===== src/hw/rtl/ots_pkg.sv =====
// ----------------------------------------------------------------------------
// Odometry trip statistics package
// Widths, request types and shared constants for the trip statistics block.
// ----------------------------------------------------------------------------
package ots_pkg;

    localparam int COORD_WIDTH = 32;
    localparam int SUM_WIDTH   = 48;

    localparam int COUNT_W = 32;
    localparam int DIST_W  = 48;
    localparam int MEAN_W  = 32;
    localparam int TURN_W  = 32;

    localparam int MAG_W = COORD_WIDTH + 1;
    localparam int SQ_W  = 2 * MAG_W + 1;
    localparam int RT_W  = MAG_W + 1;
    localparam int N_W   = 2 * RT_W;
    localparam int REM_W = RT_W + 1;

    localparam int ADD_W = ((SUM_WIDTH > RT_W) ? SUM_WIDTH : RT_W) + 1;

    localparam int HYP_CNT_W = $clog2(RT_W);
    localparam int DIV_CNT_W = $clog2(SUM_WIDTH);

    typedef struct packed {
        logic signed [COORD_WIDTH-1:0] pos_x;
        logic signed [COORD_WIDTH-1:0] pos_y;
        logic signed [COORD_WIDTH-1:0] vel_x;
        logic signed [COORD_WIDTH-1:0] vel_y;
        logic signed [COORD_WIDTH-1:0] rate_x;
        logic signed [COORD_WIDTH-1:0] rate_y;
    } t_ots_in;

    typedef struct packed {
        logic [COUNT_W-1:0] samples_seen;
        logic [DIST_W-1:0]  distance_total;
        logic [MEAN_W-1:0]  mean_speed;
        logic [TURN_W-1:0]  peak_turn;
    } t_ots_out;

endpackage


===== src/hw/rtl/odometry_trip_statistics.sv =====
// ----------------------------------------------------------------------------
// Odometry trip statistics
// Accumulates travelled distance, mean speed and peak turn rate over a stream
// of odometry samples, using bit-serial square root and division units.
// ----------------------------------------------------------------------------
//   Channel   Direction  Handshake                Payload
//   in        input      i_in_valid / o_in_stall  i_in  (ots_pkg::t_ots_in)
//   out       output     o_out_valid / i_out_stall o_out (ots_pkg::t_ots_out)
//
// A request runs through the three hypotenuse units side by side and then the
// divider, and its result is loaded into the output register once that is free;
// the next request is taken only after that load, so one request is in work.
// Reset is synchronous and clears the count, sums and peak to zero; the mean
// and the output register are not reset.
// A stalled result sits in the output register while the next request runs.
// ----------------------------------------------------------------------------
module odometry_trip_statistics (
    input  logic              i_clk,
    input  logic              i_rst_n,
    input  logic              i_in_valid,
    output logic              o_in_stall,
    input  ots_pkg::t_ots_in  i_in,
    output logic              o_out_valid,
    input  logic              i_out_stall,
    output ots_pkg::t_ots_out o_out
);

    typedef enum logic [1:0] {S_IDLE, S_HYP, S_DIV, S_OUT} t_state;

    t_state                               r_state;
    logic                                 r_hyp_start;
    logic                                 r_div_start;
    logic                                 r_out_valid;
    ots_pkg::t_ots_out                    r_out;
    logic [ots_pkg::COUNT_W-1:0]          r_count;
    logic signed [ots_pkg::COORD_WIDTH-1:0] r_prev_x;
    logic signed [ots_pkg::COORD_WIDTH-1:0] r_prev_y;
    logic [ots_pkg::SUM_WIDTH-1:0]        r_dist_sum;
    logic [ots_pkg::SUM_WIDTH-1:0]        r_speed_sum;
    logic [ots_pkg::TURN_W-1:0]           r_peak;
    logic [ots_pkg::MEAN_W-1:0]           r_mean;
    logic [ots_pkg::MAG_W-1:0]            r_dx;
    logic [ots_pkg::MAG_W-1:0]            r_dy;
    logic [ots_pkg::MAG_W-1:0]            r_vx;
    logic [ots_pkg::MAG_W-1:0]            r_vy;
    logic [ots_pkg::MAG_W-1:0]            r_wx;
    logic [ots_pkg::MAG_W-1:0]            r_wy;

    logic                                 w_in_acc;
    logic                                 w_out_free;
    logic                                 w_done_dist;
    logic                                 w_done_speed;
    logic                                 w_done_turn;
    logic                                 w_div_done;
    logic [ots_pkg::RT_W-1:0]             w_root_dist;
    logic [ots_pkg::RT_W-1:0]             w_root_speed;
    logic [ots_pkg::RT_W-1:0]             w_root_turn;
    logic [ots_pkg::SUM_WIDTH-1:0]        w_quot;
    logic [ots_pkg::SUM_WIDTH-1:0]        n_dist_sum;
    logic [ots_pkg::SUM_WIDTH-1:0]        n_speed_sum;
    logic [ots_pkg::TURN_W-1:0]           w_turn;

    function automatic logic [ots_pkg::MAG_W-1:0] f_absdiff(
        input logic signed [ots_pkg::COORD_WIDTH-1:0] a,
        input logic signed [ots_pkg::COORD_WIDTH-1:0] b
    );
        logic signed [ots_pkg::MAG_W-1:0] d;
        d = ots_pkg::MAG_W'(a) - ots_pkg::MAG_W'(b);
        return d[ots_pkg::MAG_W-1] ? ots_pkg::MAG_W'(-d) : ots_pkg::MAG_W'(d);
    endfunction

    function automatic logic [ots_pkg::SUM_WIDTH-1:0] f_sat_add(
        input logic [ots_pkg::SUM_WIDTH-1:0] s,
        input logic [ots_pkg::RT_W-1:0]      v
    );
        logic [ots_pkg::ADD_W-1:0] t;
        t = ots_pkg::ADD_W'(s) + ots_pkg::ADD_W'(v);
        if (t > ots_pkg::ADD_W'({ots_pkg::SUM_WIDTH{1'b1}})) begin
            return '1;
        end
        return t[ots_pkg::SUM_WIDTH-1:0];
    endfunction

    function automatic logic [ots_pkg::DIST_W-1:0] f_clamp_dist(
        input logic [ots_pkg::SUM_WIDTH-1:0] v
    );
        logic [ots_pkg::SUM_WIDTH+ots_pkg::DIST_W-1:0] e;
        e = {{ots_pkg::DIST_W{1'b0}}, v};
        if (e > (ots_pkg::SUM_WIDTH + ots_pkg::DIST_W)'({ots_pkg::DIST_W{1'b1}})) begin
            return '1;
        end
        return e[ots_pkg::DIST_W-1:0];
    endfunction

    function automatic logic [ots_pkg::MEAN_W-1:0] f_clamp_mean(
        input logic [ots_pkg::SUM_WIDTH-1:0] v
    );
        logic [ots_pkg::SUM_WIDTH+ots_pkg::MEAN_W-1:0] e;
        e = {{ots_pkg::MEAN_W{1'b0}}, v};
        if (e > (ots_pkg::SUM_WIDTH + ots_pkg::MEAN_W)'({ots_pkg::MEAN_W{1'b1}})) begin
            return '1;
        end
        return e[ots_pkg::MEAN_W-1:0];
    endfunction

    function automatic logic [ots_pkg::TURN_W-1:0] f_clamp_turn(
        input logic [ots_pkg::RT_W-1:0] v
    );
        logic [ots_pkg::RT_W+ots_pkg::TURN_W-1:0] e;
        e = {{ots_pkg::TURN_W{1'b0}}, v};
        if (e > (ots_pkg::RT_W + ots_pkg::TURN_W)'({ots_pkg::TURN_W{1'b1}})) begin
            return '1;
        end
        return e[ots_pkg::TURN_W-1:0];
    endfunction

    ots_hypot u_hyp_dist (
        .i_clk   (i_clk),
        .i_rst_n (i_rst_n),
        .i_start (r_hyp_start),
        .i_a     (r_dx),
        .i_b     (r_dy),
        .o_done  (w_done_dist),
        .o_root  (w_root_dist)
    );

    ots_hypot u_hyp_speed (
        .i_clk   (i_clk),
        .i_rst_n (i_rst_n),
        .i_start (r_hyp_start),
        .i_a     (r_vx),
        .i_b     (r_vy),
        .o_done  (w_done_speed),
        .o_root  (w_root_speed)
    );

    ots_hypot u_hyp_turn (
        .i_clk   (i_clk),
        .i_rst_n (i_rst_n),
        .i_start (r_hyp_start),
        .i_a     (r_wx),
        .i_b     (r_wy),
        .o_done  (w_done_turn),
        .o_root  (w_root_turn)
    );

    ots_div u_div (
        .i_clk      (i_clk),
        .i_rst_n    (i_rst_n),
        .i_start    (r_div_start),
        .i_dividend (r_speed_sum),
        .i_divisor  (r_count),
        .o_done     (w_div_done),
        .o_quot     (w_quot)
    );

    always_comb begin
        w_in_acc = (r_state == S_IDLE) && i_in_valid;
        w_out_free = !r_out_valid || !i_out_stall;
        n_dist_sum = f_sat_add(r_dist_sum, w_root_dist);
        n_speed_sum = f_sat_add(r_speed_sum, w_root_speed);
        w_turn = f_clamp_turn(w_root_turn);
    end

    always_ff @(posedge i_clk) begin
        if (!i_rst_n) begin
            r_state     <= S_IDLE;
            r_hyp_start <= 1'b0;
            r_div_start <= 1'b0;
            r_out_valid <= 1'b0;
            r_count     <= '0;
            r_prev_x    <= '0;
            r_prev_y    <= '0;
            r_dist_sum  <= '0;
            r_speed_sum <= '0;
            r_peak      <= '0;
        end else begin
            r_hyp_start <= 1'b0;
            r_div_start <= 1'b0;
            if (r_out_valid && !i_out_stall && r_state != S_OUT) begin
                r_out_valid <= 1'b0;
            end
            unique case (r_state)
                S_IDLE: begin
                    if (w_in_acc) begin
                        if (r_count != '1) begin
                            r_count <= r_count + 1'b1;
                        end
                        r_prev_x    <= i_in.pos_x;
                        r_prev_y    <= i_in.pos_y;
                        r_hyp_start <= 1'b1;
                        r_state     <= S_HYP;
                    end
                end
                S_HYP: begin
                    if (w_done_dist && w_done_speed && w_done_turn) begin
                        if (r_count > ots_pkg::COUNT_W'(1)) begin
                            r_dist_sum <= n_dist_sum;
                        end
                        r_speed_sum <= n_speed_sum;
                        if (w_turn > r_peak) begin
                            r_peak <= w_turn;
                        end
                        r_div_start <= 1'b1;
                        r_state     <= S_DIV;
                    end
                end
                S_DIV: begin
                    if (w_div_done) begin
                        r_state <= S_OUT;
                    end
                end
                S_OUT: begin
                    if (w_out_free) begin
                        r_out_valid <= 1'b1;
                        r_state     <= S_IDLE;
                    end
                end
                default: begin
                    r_state <= S_IDLE;
                end
            endcase
        end
    end

    always_ff @(posedge i_clk) begin
        if (w_in_acc) begin
            r_dx <= f_absdiff(i_in.pos_x, r_prev_x);
            r_dy <= f_absdiff(i_in.pos_y, r_prev_y);
            r_vx <= f_absdiff(i_in.vel_x, '0);
            r_vy <= f_absdiff(i_in.vel_y, '0);
            r_wx <= f_absdiff(i_in.rate_x, '0);
            r_wy <= f_absdiff(i_in.rate_y, '0);
        end
        if (r_state == S_DIV && w_div_done) begin
            r_mean <= f_clamp_mean(w_quot);
        end
        if (r_state == S_OUT && w_out_free) begin
            r_out.samples_seen   <= r_count;
            r_out.distance_total <= f_clamp_dist(r_dist_sum);
            r_out.mean_speed     <= r_mean;
            r_out.peak_turn      <= r_peak;
        end
    end

    assign o_in_stall  = (r_state != S_IDLE);
    assign o_out_valid = r_out_valid;
    assign o_out       = r_out;

    // The three hypotenuse units share a start and must finish together.
    a_hyp_lockstep: assert property (@(posedge i_clk) disable iff (!i_rst_n)
        (w_done_dist == w_done_speed) && (w_done_speed == w_done_turn))
        else $error("hypotenuse units out of step");

    // A new result is loaded only at the end of a request's work.
    a_out_load: assert property (@(posedge i_clk) disable iff (!i_rst_n)
        (!r_out_valid || !i_out_stall) && r_state != S_OUT |=> !$rose(r_out_valid))
        else $error("result loaded outside of the output state");

    // The sample count never goes down.
    a_count_mono: assert property (@(posedge i_clk) disable iff (!i_rst_n)
        (r_count != '0) |=> (r_count >= $past(r_count)))
        else $error("sample count decreased");

    // The peak turn rate never goes down.
    a_peak_mono: assert property (@(posedge i_clk) disable iff (!i_rst_n)
        (r_peak != '0) |=> (r_peak >= $past(r_peak)))
        else $error("peak turn rate decreased");

    // The divider is started only after the hypotenuse units have finished.
    a_div_order: assert property (@(posedge i_clk) disable iff (!i_rst_n)
        r_div_start |-> $past(w_done_speed))
        else $error("divider started before the speed magnitude was ready");

endmodule


===== src/hw/rtl/ots_hypot.sv =====
// ----------------------------------------------------------------------------
// Bit-serial hypotenuse unit
// Squares two magnitudes one multiplier bit per cycle, then takes the floor
// square root of the sum two radicand bits per cycle.
// ----------------------------------------------------------------------------
module ots_hypot (
    input  logic                       i_clk,
    input  logic                       i_rst_n,
    input  logic                       i_start,
    input  logic [ots_pkg::MAG_W-1:0]  i_a,
    input  logic [ots_pkg::MAG_W-1:0]  i_b,
    output logic                       o_done,
    output logic [ots_pkg::RT_W-1:0]   o_root
);

    typedef enum logic [1:0] {S_IDLE, S_SQUARE, S_ROOT} t_state;

    t_state                            r_state;
    logic [ots_pkg::HYP_CNT_W-1:0]     r_cnt;
    logic                              r_done;
    logic [ots_pkg::SQ_W-1:0]          r_ma;
    logic [ots_pkg::SQ_W-1:0]          r_mb;
    logic [ots_pkg::MAG_W-1:0]         r_qa;
    logic [ots_pkg::MAG_W-1:0]         r_qb;
    logic [ots_pkg::SQ_W-1:0]          r_acc;
    logic [ots_pkg::N_W-1:0]           r_n;
    logic [ots_pkg::REM_W-1:0]         r_rem;
    logic [ots_pkg::RT_W-1:0]          r_root;

    logic [ots_pkg::SQ_W-1:0]          n_acc;
    logic [ots_pkg::REM_W+1:0]         w_rem_sh;
    logic [ots_pkg::REM_W+1:0]         w_trial;
    logic [ots_pkg::REM_W+1:0]         w_diff;
    logic                              w_fit;
    logic                              w_sq_last;
    logic                              w_rt_last;

    always_comb begin
        n_acc = r_acc + (r_qa[0] ? r_ma : '0) + (r_qb[0] ? r_mb : '0);
        w_rem_sh = {r_rem, r_n[ots_pkg::N_W-1 -: 2]};
        w_trial = {1'b0, r_root, 2'b01};
        w_fit = (w_rem_sh >= w_trial);
        w_diff = w_rem_sh - w_trial;
        w_sq_last = (r_cnt == ots_pkg::HYP_CNT_W'(ots_pkg::MAG_W - 1));
        w_rt_last = (r_cnt == ots_pkg::HYP_CNT_W'(ots_pkg::RT_W - 1));
    end

    always_ff @(posedge i_clk) begin
        if (!i_rst_n) begin
            r_state <= S_IDLE;
            r_cnt   <= '0;
            r_done  <= 1'b0;
        end else begin
            r_done <= 1'b0;
            unique case (r_state)
                S_IDLE: begin
                    r_cnt <= '0;
                    if (i_start) begin
                        r_state <= S_SQUARE;
                    end
                end
                S_SQUARE: begin
                    if (w_sq_last) begin
                        r_cnt   <= '0;
                        r_state <= S_ROOT;
                    end else begin
                        r_cnt <= r_cnt + 1'b1;
                    end
                end
                S_ROOT: begin
                    if (w_rt_last) begin
                        r_done  <= 1'b1;
                        r_state <= S_IDLE;
                    end else begin
                        r_cnt <= r_cnt + 1'b1;
                    end
                end
                default: begin
                    r_state <= S_IDLE;
                end
            endcase
        end
    end

    always_ff @(posedge i_clk) begin
        if (r_state == S_IDLE && i_start) begin
            r_ma  <= ots_pkg::SQ_W'(i_a);
            r_mb  <= ots_pkg::SQ_W'(i_b);
            r_qa  <= i_a;
            r_qb  <= i_b;
            r_acc <= '0;
        end else if (r_state == S_SQUARE) begin
            r_ma  <= r_ma << 1;
            r_mb  <= r_mb << 1;
            r_qa  <= r_qa >> 1;
            r_qb  <= r_qb >> 1;
            r_acc <= n_acc;
            if (w_sq_last) begin
                r_n    <= ots_pkg::N_W'(n_acc);
                r_rem  <= '0;
                r_root <= '0;
            end
        end else if (r_state == S_ROOT) begin
            r_n <= r_n << 2;
            if (w_fit) begin
                r_rem  <= w_diff[ots_pkg::REM_W-1:0];
                r_root <= {r_root[ots_pkg::RT_W-2:0], 1'b1};
            end else begin
                r_rem  <= w_rem_sh[ots_pkg::REM_W-1:0];
                r_root <= {r_root[ots_pkg::RT_W-2:0], 1'b0};
            end
        end
    end

    assign o_done = r_done;
    assign o_root = r_root;

endmodule


===== src/hw/rtl/ots_div.sv =====
// ----------------------------------------------------------------------------
// Bit-serial divider
// Restoring division of the speed sum by the sample count, one quotient bit
// per cycle.
// ----------------------------------------------------------------------------
module ots_div (
    input  logic                          i_clk,
    input  logic                          i_rst_n,
    input  logic                          i_start,
    input  logic [ots_pkg::SUM_WIDTH-1:0] i_dividend,
    input  logic [ots_pkg::COUNT_W-1:0]   i_divisor,
    output logic                          o_done,
    output logic [ots_pkg::SUM_WIDTH-1:0] o_quot
);

    typedef enum logic {S_IDLE, S_RUN} t_state;

    t_state                          r_state;
    logic [ots_pkg::DIV_CNT_W-1:0]   r_cnt;
    logic                            r_done;
    logic [ots_pkg::SUM_WIDTH-1:0]   r_q;
    logic [ots_pkg::COUNT_W-1:0]     r_rem;
    logic [ots_pkg::COUNT_W-1:0]     r_d;

    logic [ots_pkg::COUNT_W:0]       w_sh;
    logic [ots_pkg::COUNT_W:0]       w_diff;
    logic                            w_fit;
    logic                            w_last;

    always_comb begin
        w_sh = {r_rem, r_q[ots_pkg::SUM_WIDTH-1]};
        w_fit = (w_sh >= {1'b0, r_d});
        w_diff = w_sh - {1'b0, r_d};
        w_last = (r_cnt == ots_pkg::DIV_CNT_W'(ots_pkg::SUM_WIDTH - 1));
    end

    always_ff @(posedge i_clk) begin
        if (!i_rst_n) begin
            r_state <= S_IDLE;
            r_cnt   <= '0;
            r_done  <= 1'b0;
        end else begin
            r_done <= 1'b0;
            unique case (r_state)
                S_IDLE: begin
                    r_cnt <= '0;
                    if (i_start) begin
                        r_state <= S_RUN;
                    end
                end
                S_RUN: begin
                    if (w_last) begin
                        r_done  <= 1'b1;
                        r_state <= S_IDLE;
                    end else begin
                        r_cnt <= r_cnt + 1'b1;
                    end
                end
                default: begin
                    r_state <= S_IDLE;
                end
            endcase
        end
    end

    always_ff @(posedge i_clk) begin
        if (r_state == S_IDLE && i_start) begin
            r_q   <= i_dividend;
            r_rem <= '0;
            r_d   <= i_divisor;
        end else if (r_state == S_RUN) begin
            if (w_fit) begin
                r_rem <= w_diff[ots_pkg::COUNT_W-1:0];
                r_q   <= {r_q[ots_pkg::SUM_WIDTH-2:0], 1'b1};
            end else begin
                r_rem <= w_sh[ots_pkg::COUNT_W-1:0];
                r_q   <= {r_q[ots_pkg::SUM_WIDTH-2:0], 1'b0};
            end
        end
    end

    assign o_done = r_done;
    assign o_quot = r_q;

endmodule


===== config.mk =====
export PLATFORM = sky130hd
export DESIGN_NAME = odometry_trip_statistics
export DESIGN_NICKNAME = d
export VERILOG_FILES = /design/src/hw/rtl/ots_pkg.sv /design/src/hw/rtl/odometry_trip_statistics.sv /design/src/hw/rtl/ots_hypot.sv /design/src/hw/rtl/ots_div.sv
export SDC_FILE = /design/constraint.sdc
export NUM_CORES = 2
export LEC_CHECK = 0
export ABC_CLOCK_PERIOD_IN_PS = 8300
export BUFFER_PORTS_ARGS = -buffer_cell sky130_fd_sc_hd__buf_2
export CORE_ASPECT_RATIO = 1.4
export CORE_MARGIN = 3
export CORE_UTILIZATION = 25
export DETAILED_ROUTE_END_ITERATION = 16
export GPL_TIMING_DRIVEN = 0
export SYNTH_ARGS = -nofsm -noshare
export SYNTH_HDL_FRONTEND = slang
export SYNTH_HIERARCHICAL = 1
export SYNTH_SLANG_ARGS = --single-unit
export TNS_END_PERCENT = 100

===== constraint.sdc =====
create_clock -name i_clk -period 8.3 [get_ports i_clk]
set_clock_uncertainty 0.05 [all_clocks]
set_input_delay 1.245 -clock i_clk [delete_from_list [all_inputs] [get_ports i_clk]]
set_output_delay 1.245 -clock i_clk [all_outputs]
set_load 0.01 [all_outputs]

* Yosys cells after proc, flatten, opt, wreduce, memory -nomap -nowiden
Index checks and enable logic that the tools add are counted.
** Storage, ports and cells
- Output and inout bits :: 146
- Bits of input ports :: 196
- Word-level logic and storage cells :: 320
- Register bits after elaboration :: 1962
** Operators by class
- Reduce and logical (&&, ||, !) cells :: 50
- Bitwise gates (word level) :: 4
- Eq/ne operators :: 35
- Multiplexer cells :: 124
- Add/subtract/negate cells :: 25
- Magnitude comparators :: 10
** Operators with widths (count)
- $mux 33 :: 24
- $mux 68 :: 9
- $mux 35 :: 12
- $add 67x67->67 :: 6
- $mux 67 :: 6
- $mux 34 :: 9
- $mux 48 :: 6
- $mux 32 :: 7
- $neg 32->33 :: 4
- $mux 31 :: 4
- $ge 37x36->1 :: 3
- $sub 35x35->35 :: 3
- $add 48x34->49 :: 2
- $gt 49x48->1 const B :: 2
- $neg 33->33 :: 2
- $sub 32x32->33 :: 2
- $pmux 6 s3 :: 3
- $gt 48x32->1 const B :: 1
- $eq 6x6->1 const B :: 7
- $mux 6 :: 7
- $gt 34x32->1 const B :: 1
- $ge 33x32->1 :: 1
- $add 32x1->32 const B :: 1
- $gt 32x1->1 const B :: 1
- other kinds (24) :: 125

* Longest topological paths before layout
- Depth in word-level cells :: 6
- Mapped depth :: 18
- Gate-level depth less buffers :: 16

* By module
The synthesis kept the hierarchy.
** By module, submodules not included
- ots_hypot (u_hyp_dist ...) :: area each 24425.9 µm², sequential area each 10960.5 µm², cells an instance 2720, instances 2
- odometry_trip_statistics :: area each 32738.9 µm², sequential area each 15815.2 µm², cells an instance 3290, instances 1
- ots_hypot (u_hyp_turn) :: area each 24972.7 µm², sequential area each 10960.5 µm², cells an instance 2786, instances 1
- ots_div :: area each 6577.6 µm², sequential area each 3203.1 µm², cells an instance 605, instances 1

* Worst setup path after synthesis
OpenSTA, ideal clock, no wires.
- Path type :: input -> register
- Start :: in i_out_stall
- End :: reg r_out (netlist bit o_out[0]), enable pin
- Setup time :: 0.667 ns
- Buffers on the path :: 0
- Stages :: 2
- Required time :: 7.583 ns
- Path slack :: -0.216 ns
- Arrival :: 7.799 ns
- Path through :: and2_1 > nor2b_1
** On the way
- Word-level cells in the longest chain between the ends :: 3
** RTL lines
- from (decl) :: RTL line odometry_trip_statistics.sv:24 : input logic i_out_stall,
- $logic_not 1->1 :: RTL line odometry_trip_statistics.sv:159 : w_out_free = !r_out_valid || !i_out_stall;
- $logic_or 1x1->1 :: RTL line odometry_trip_statistics.sv:159
- $logic_and 1x1->1 :: RTL line odometry_trip_statistics.sv:238 : if (r_state == S_OUT && w_out_free) begin
- to (decl) :: RTL line odometry_trip_statistics.sv:34 : ots_pkg::t_ots_out r_out;
No other way between the ends.
A chain may end at the register's enable or synchronous reset.

* Final worst setup path
- Start :: reg u_hyp_speed/r_qa[0] in the netlist's numbering
- End :: reg u_hyp_speed/r_n[61] in the netlist's numbering (data pin)
** On the way
- Word-level cells in the longest chain between the ends :: 5
** RTL lines
- from (decl) :: RTL line ots_hypot.sv:23 : logic [ots_pkg::MAG_W-1:0] r_qa;
- from (signal assigned) :: RTL line ots_hypot.sv:89 : r_qa <= i_a;
- from (signal assigned) :: RTL line ots_hypot.sv:95 : r_qa <= r_qa >> 1;
- $mux 67 :: RTL line ots_hypot.sv:39 : n_acc = r_acc + (r_qa[0] ? r_ma : '0) + (r_qb[0] ? r_mb : '0);
- $add 67x67->67 (2 in series) :: RTL line ots_hypot.sv:39
- $mux 68 :: RTL line ots_hypot.sv:98 : if (w_sq_last) begin
- $mux 68 :: RTL line ots_hypot.sv:92 : end else if (r_state == S_SQUARE) begin
- to (signal assigned) :: RTL line ots_hypot.sv:99 : r_n <= ots_pkg::N_W'(n_acc);
- to (signal assigned) :: RTL line ots_hypot.sv:104 : r_n <= r_n << 2;
- to (decl) :: RTL line ots_hypot.sv:26 : logic [ots_pkg::N_W-1:0] r_n;
No other way between the ends. The select of a mux whose other input is x is not followed.

==> flow_summary.json <==
{
  "status": "completed",
  "overflow": 0,
  "viasPerCell": 4.68,
  "insertion_delay_ps": 930,
  "cts_root_buf": "clkbuf_16",
  "rr_startpoint": "u_hyp_speed/r_qa[0]$_DFFE_PP_",
  "area_growth_pct": 15.3,
  "route.detailed.drc": 0,
  "drt_iter0_drc": 5696,
  "holdWs_ps": 347,
  "worst-slew-pin-transition_ps": 1370,
  "grt_pass1_wl_um": 509000,
  "htree_levels": 4,
  "first_pass_iters": 8,
  "power_density_nw_per_um2": 288,
  "totalWireLength_um": 332000,
  "wl_per_cell_um": 17.6,
  "chipWidth_um": 575,
  "grt_max_degree": 71,
  "synth_cells": 12121,
  "pin_count": 342,
  "rsz0062_at_grt": "false",
  "ir_worst_vdd_mv": 0.191,
  "worstPathMaxFanout": 11,
  "die_y_um": 802,
  "yosysMostFrequentCell": "nand2_1",
  "fin_nets": 13643,
  "syn-cell-area_um2": 113000,
  "synthArstFlopShare": 0,
  "grt_usage": 0.138,
  "hold_class": "reg2reg",
  "final.fill_count": 47306,
  "clk_pin_slew_worst_paths_ps": 60,
  "multiInputGateArea_um2": 54900,
  "dp_hpwl_um": 259000,
  "drv_slew": 0,
  "ctsHoldBuffers": 0,
  "synth_top_area_share": 0.335,
  "ant_nets": 0,
  "ys_warn_count": 6,
  "crit_arrival_ps": 7270,
  "finalCritPeriodShare": 0.803,
  "post_cts_buffers": 0,
  "core_um2": 450000,
  "start_util": 0.252,
  "synth.distinct_cells": 122,
  "min_period_ps": 6660,
  "synthTopCellsByCount": "nand2_1, edfxtp_1, inv_1",
  "finalHoldViolations": 0,
  "place_congestion": 0.920,
  "synth_ff_type": "edfxtp_1",
  "path_class": "reg2reg",
  "synthTopCellsByArea": "edfxtp_1, dfxtp_1, nand2_1, ha_1, a21oi_1",
  "seq_area_um2": 51900,
  "grt_pass1_vias": 88395,
  "cts_sinks": 1962,
  "cp-start-kind": "flip-flop",
  "drive_gt1_frac": 0.0797,
  "critPathCaptureType": "flip-flop",
  "fmax_mhz": 150,
  "hold_start": "r_peak[24]$_SDFFE_PN0P_",
  "synth-edff-count": 1261,
  "cts_tree": "done",
  "place_area_um2": 123000,
  "cts_buffers": 212,
  "yosysTopAreaCell": "edfxtp_1",
  "die_area_um2": 461000,
  "cp_data_required_time_ps": 8900,
  "num_rows": 291,
  "postSynthAreaPerCell_um2": 9.33,
  "yosysSeqAreaShare": 0.459,
  "setup_viol": 0,
  "ys_seq_elements": 1962,
  "worstSetupStartpoint": "u_hyp_speed/r_qa[0]$_DFFE_PP_",
  "drv_cap": 0,
  "antenna_found_initial": 36,
  "portBuffers": 341,
  "ctsResizeCount": 0,
  "relSlewSlack": 0.0841,
  "clock_path_buffers": 4,
  "power.leakage_nw": 51.5,
  "stdcell_area_um2": 130000,
  "vias": 88441
}
## worst max-delay path, cell delays in order (launching register included)
cell and delay, ps:
edfxtp_1 600, clkbuf_1 620, clkbuf_1 530, nand2_1 150, fa_1 470, inv_1 60, ha_1 190, inv_1 70
fa_1 380, nand2b_1 200, a21oi_1 190, o21ai_0 160, o211ai_1 350, a21o_1 300, a21oi_1 230, o311ai_0 1120
a31oi_1 230, xnor2_1 180, mux2_2 320
## metrics by stage
stage	TNS, ps	setup WS, ps	util	instances	total power (W)
3_3_place_gp	-2575700	-4660	0.272	18471	0.0279
3_5_place_dp	0	1590	0.274	18501	0.0277
6_report	0	1640	0.290	18905	0.0376
4_1_cts	0	1570	0.290	18898	0.0380
2_1_floorplan	0	543	-	12124	0.0238
5_1_grt	0	1410	0.290	18900	0.0401
## cell families after synthesis
family | share of synthesized area
multiplexers | 0.0380
XOR/XNOR | 0.0457
AO/OA/AOI/OAI | 0.145
flip-flops | 0.459
adder cells (fa/ha/maj) | 0.0953
other | 0.0000331
AND/OR/NAND/NOR | 0.161
buffers and inverters | 0.0562
## layer usage
layer	share of wire	GRT usage	wire, um
met4	0.049	0.0625	16100
met5	0.00034	0	112
met2	0.51	0.257	171000
met3	0.043	0.0173	14400
met1	0.39	0.156	131000
## registers in the layout, summed over array words and instances (netlist names), 35 cells and up
| register | flops |
|---|---|
| u_hyp_speed/r_acc | 67 |
| u_hyp_turn/r_ma | 67 |
| u_hyp_turn/r_mb | 67 |
| u_hyp_dist/r_mb | 67 |
| u_hyp_turn/r_n | 68 |
| r_speed_sum | 48 |
| u_hyp_turn/r_rem | 35 |
| u_hyp_speed/r_mb | 67 |
| u_div/o_quot | 48 |
| r_dist_sum | 48 |
| u_hyp_speed/r_ma | 67 |
| u_hyp_dist/r_rem | 35 |
| u_hyp_speed/r_rem | 35 |
| u_hyp_dist/r_n | 68 |
| u_hyp_speed/r_n | 68 |
| u_hyp_dist/r_acc | 67 |
| u_hyp_turn/r_acc | 67 |
| o_out | 144 |
| u_hyp_dist/r_ma | 67 |
## report_power, final
| part | switching (W) | internal [W] |
|---|---|---|
| sequential | 0.000835 | 0.0131 |
| clock | 0.00423 | 0.00582 |
| combinational | 0.00896 | 0.00473 |
## layout by cell type (no fill, tap or decap), types with 84 or more instances in the layout
| cell | synthesis | final |
|---|---|---|
| dfxtp_1 | 701 | 700 |
| o21bai_1 | 86 | 86 |
| nand3_1 | 157 | 157 |
| xor2_1 | 177 | 177 |
| buf_2 | 41 | 383 |
| fa_1 | 206 | 206 |
| mux2i_1 | 330 | 330 |
| nor3_1 | 172 | 172 |
| a31oi_1 | 95 | 95 |
| nor2_1 | 837 | 834 |
| ha_1 | 532 | 532 |
| a21o_1 | 254 | 254 |
| edfxtp_1 | 1261 | 1261 |
| clkbuf_16 | 0 | 221 |
| a21oi_1 | 913 | 913 |
| inv_1 | 1095 | 1094 |
| or3_1 | 85 | 85 |
| nand2_1 | 2195 | 2192 |
| mux2_2 | 84 | 84 |
| o21ai_0 | 577 | 577 |
| nand4_1 | 160 | 160 |
| clkbuf_1 | 467 | 501 |
| xnor2_1 | 413 | 413 |
## worst paths after layout
kind,endpoint,slack [ps],cells after the start
max reg2reg,u_hyp_speed/r_n[61]$_DFFE_PP_,1640,18
min reg2reg,o_out[24]$_DFFE_PP_,350,0
min,o_out[24]$_DFFE_PP_,350,0
max,u_hyp_speed/r_n[61]$_DFFE_PP_,1640,18
## cell type report
cell class	instances	area share
multi-input combinational	8503	0.421
sequential	1962	0.398
tap	6006	0.0576
clock buffer	274	0.0451
inverter	1096	0.0315
timing repair buffer	371	0.0182
buffer	563	0.0173
clock inverter	123	0.0113
antenna	7	0.000134
Note: power is estimated with default switching activity, not from simulation.
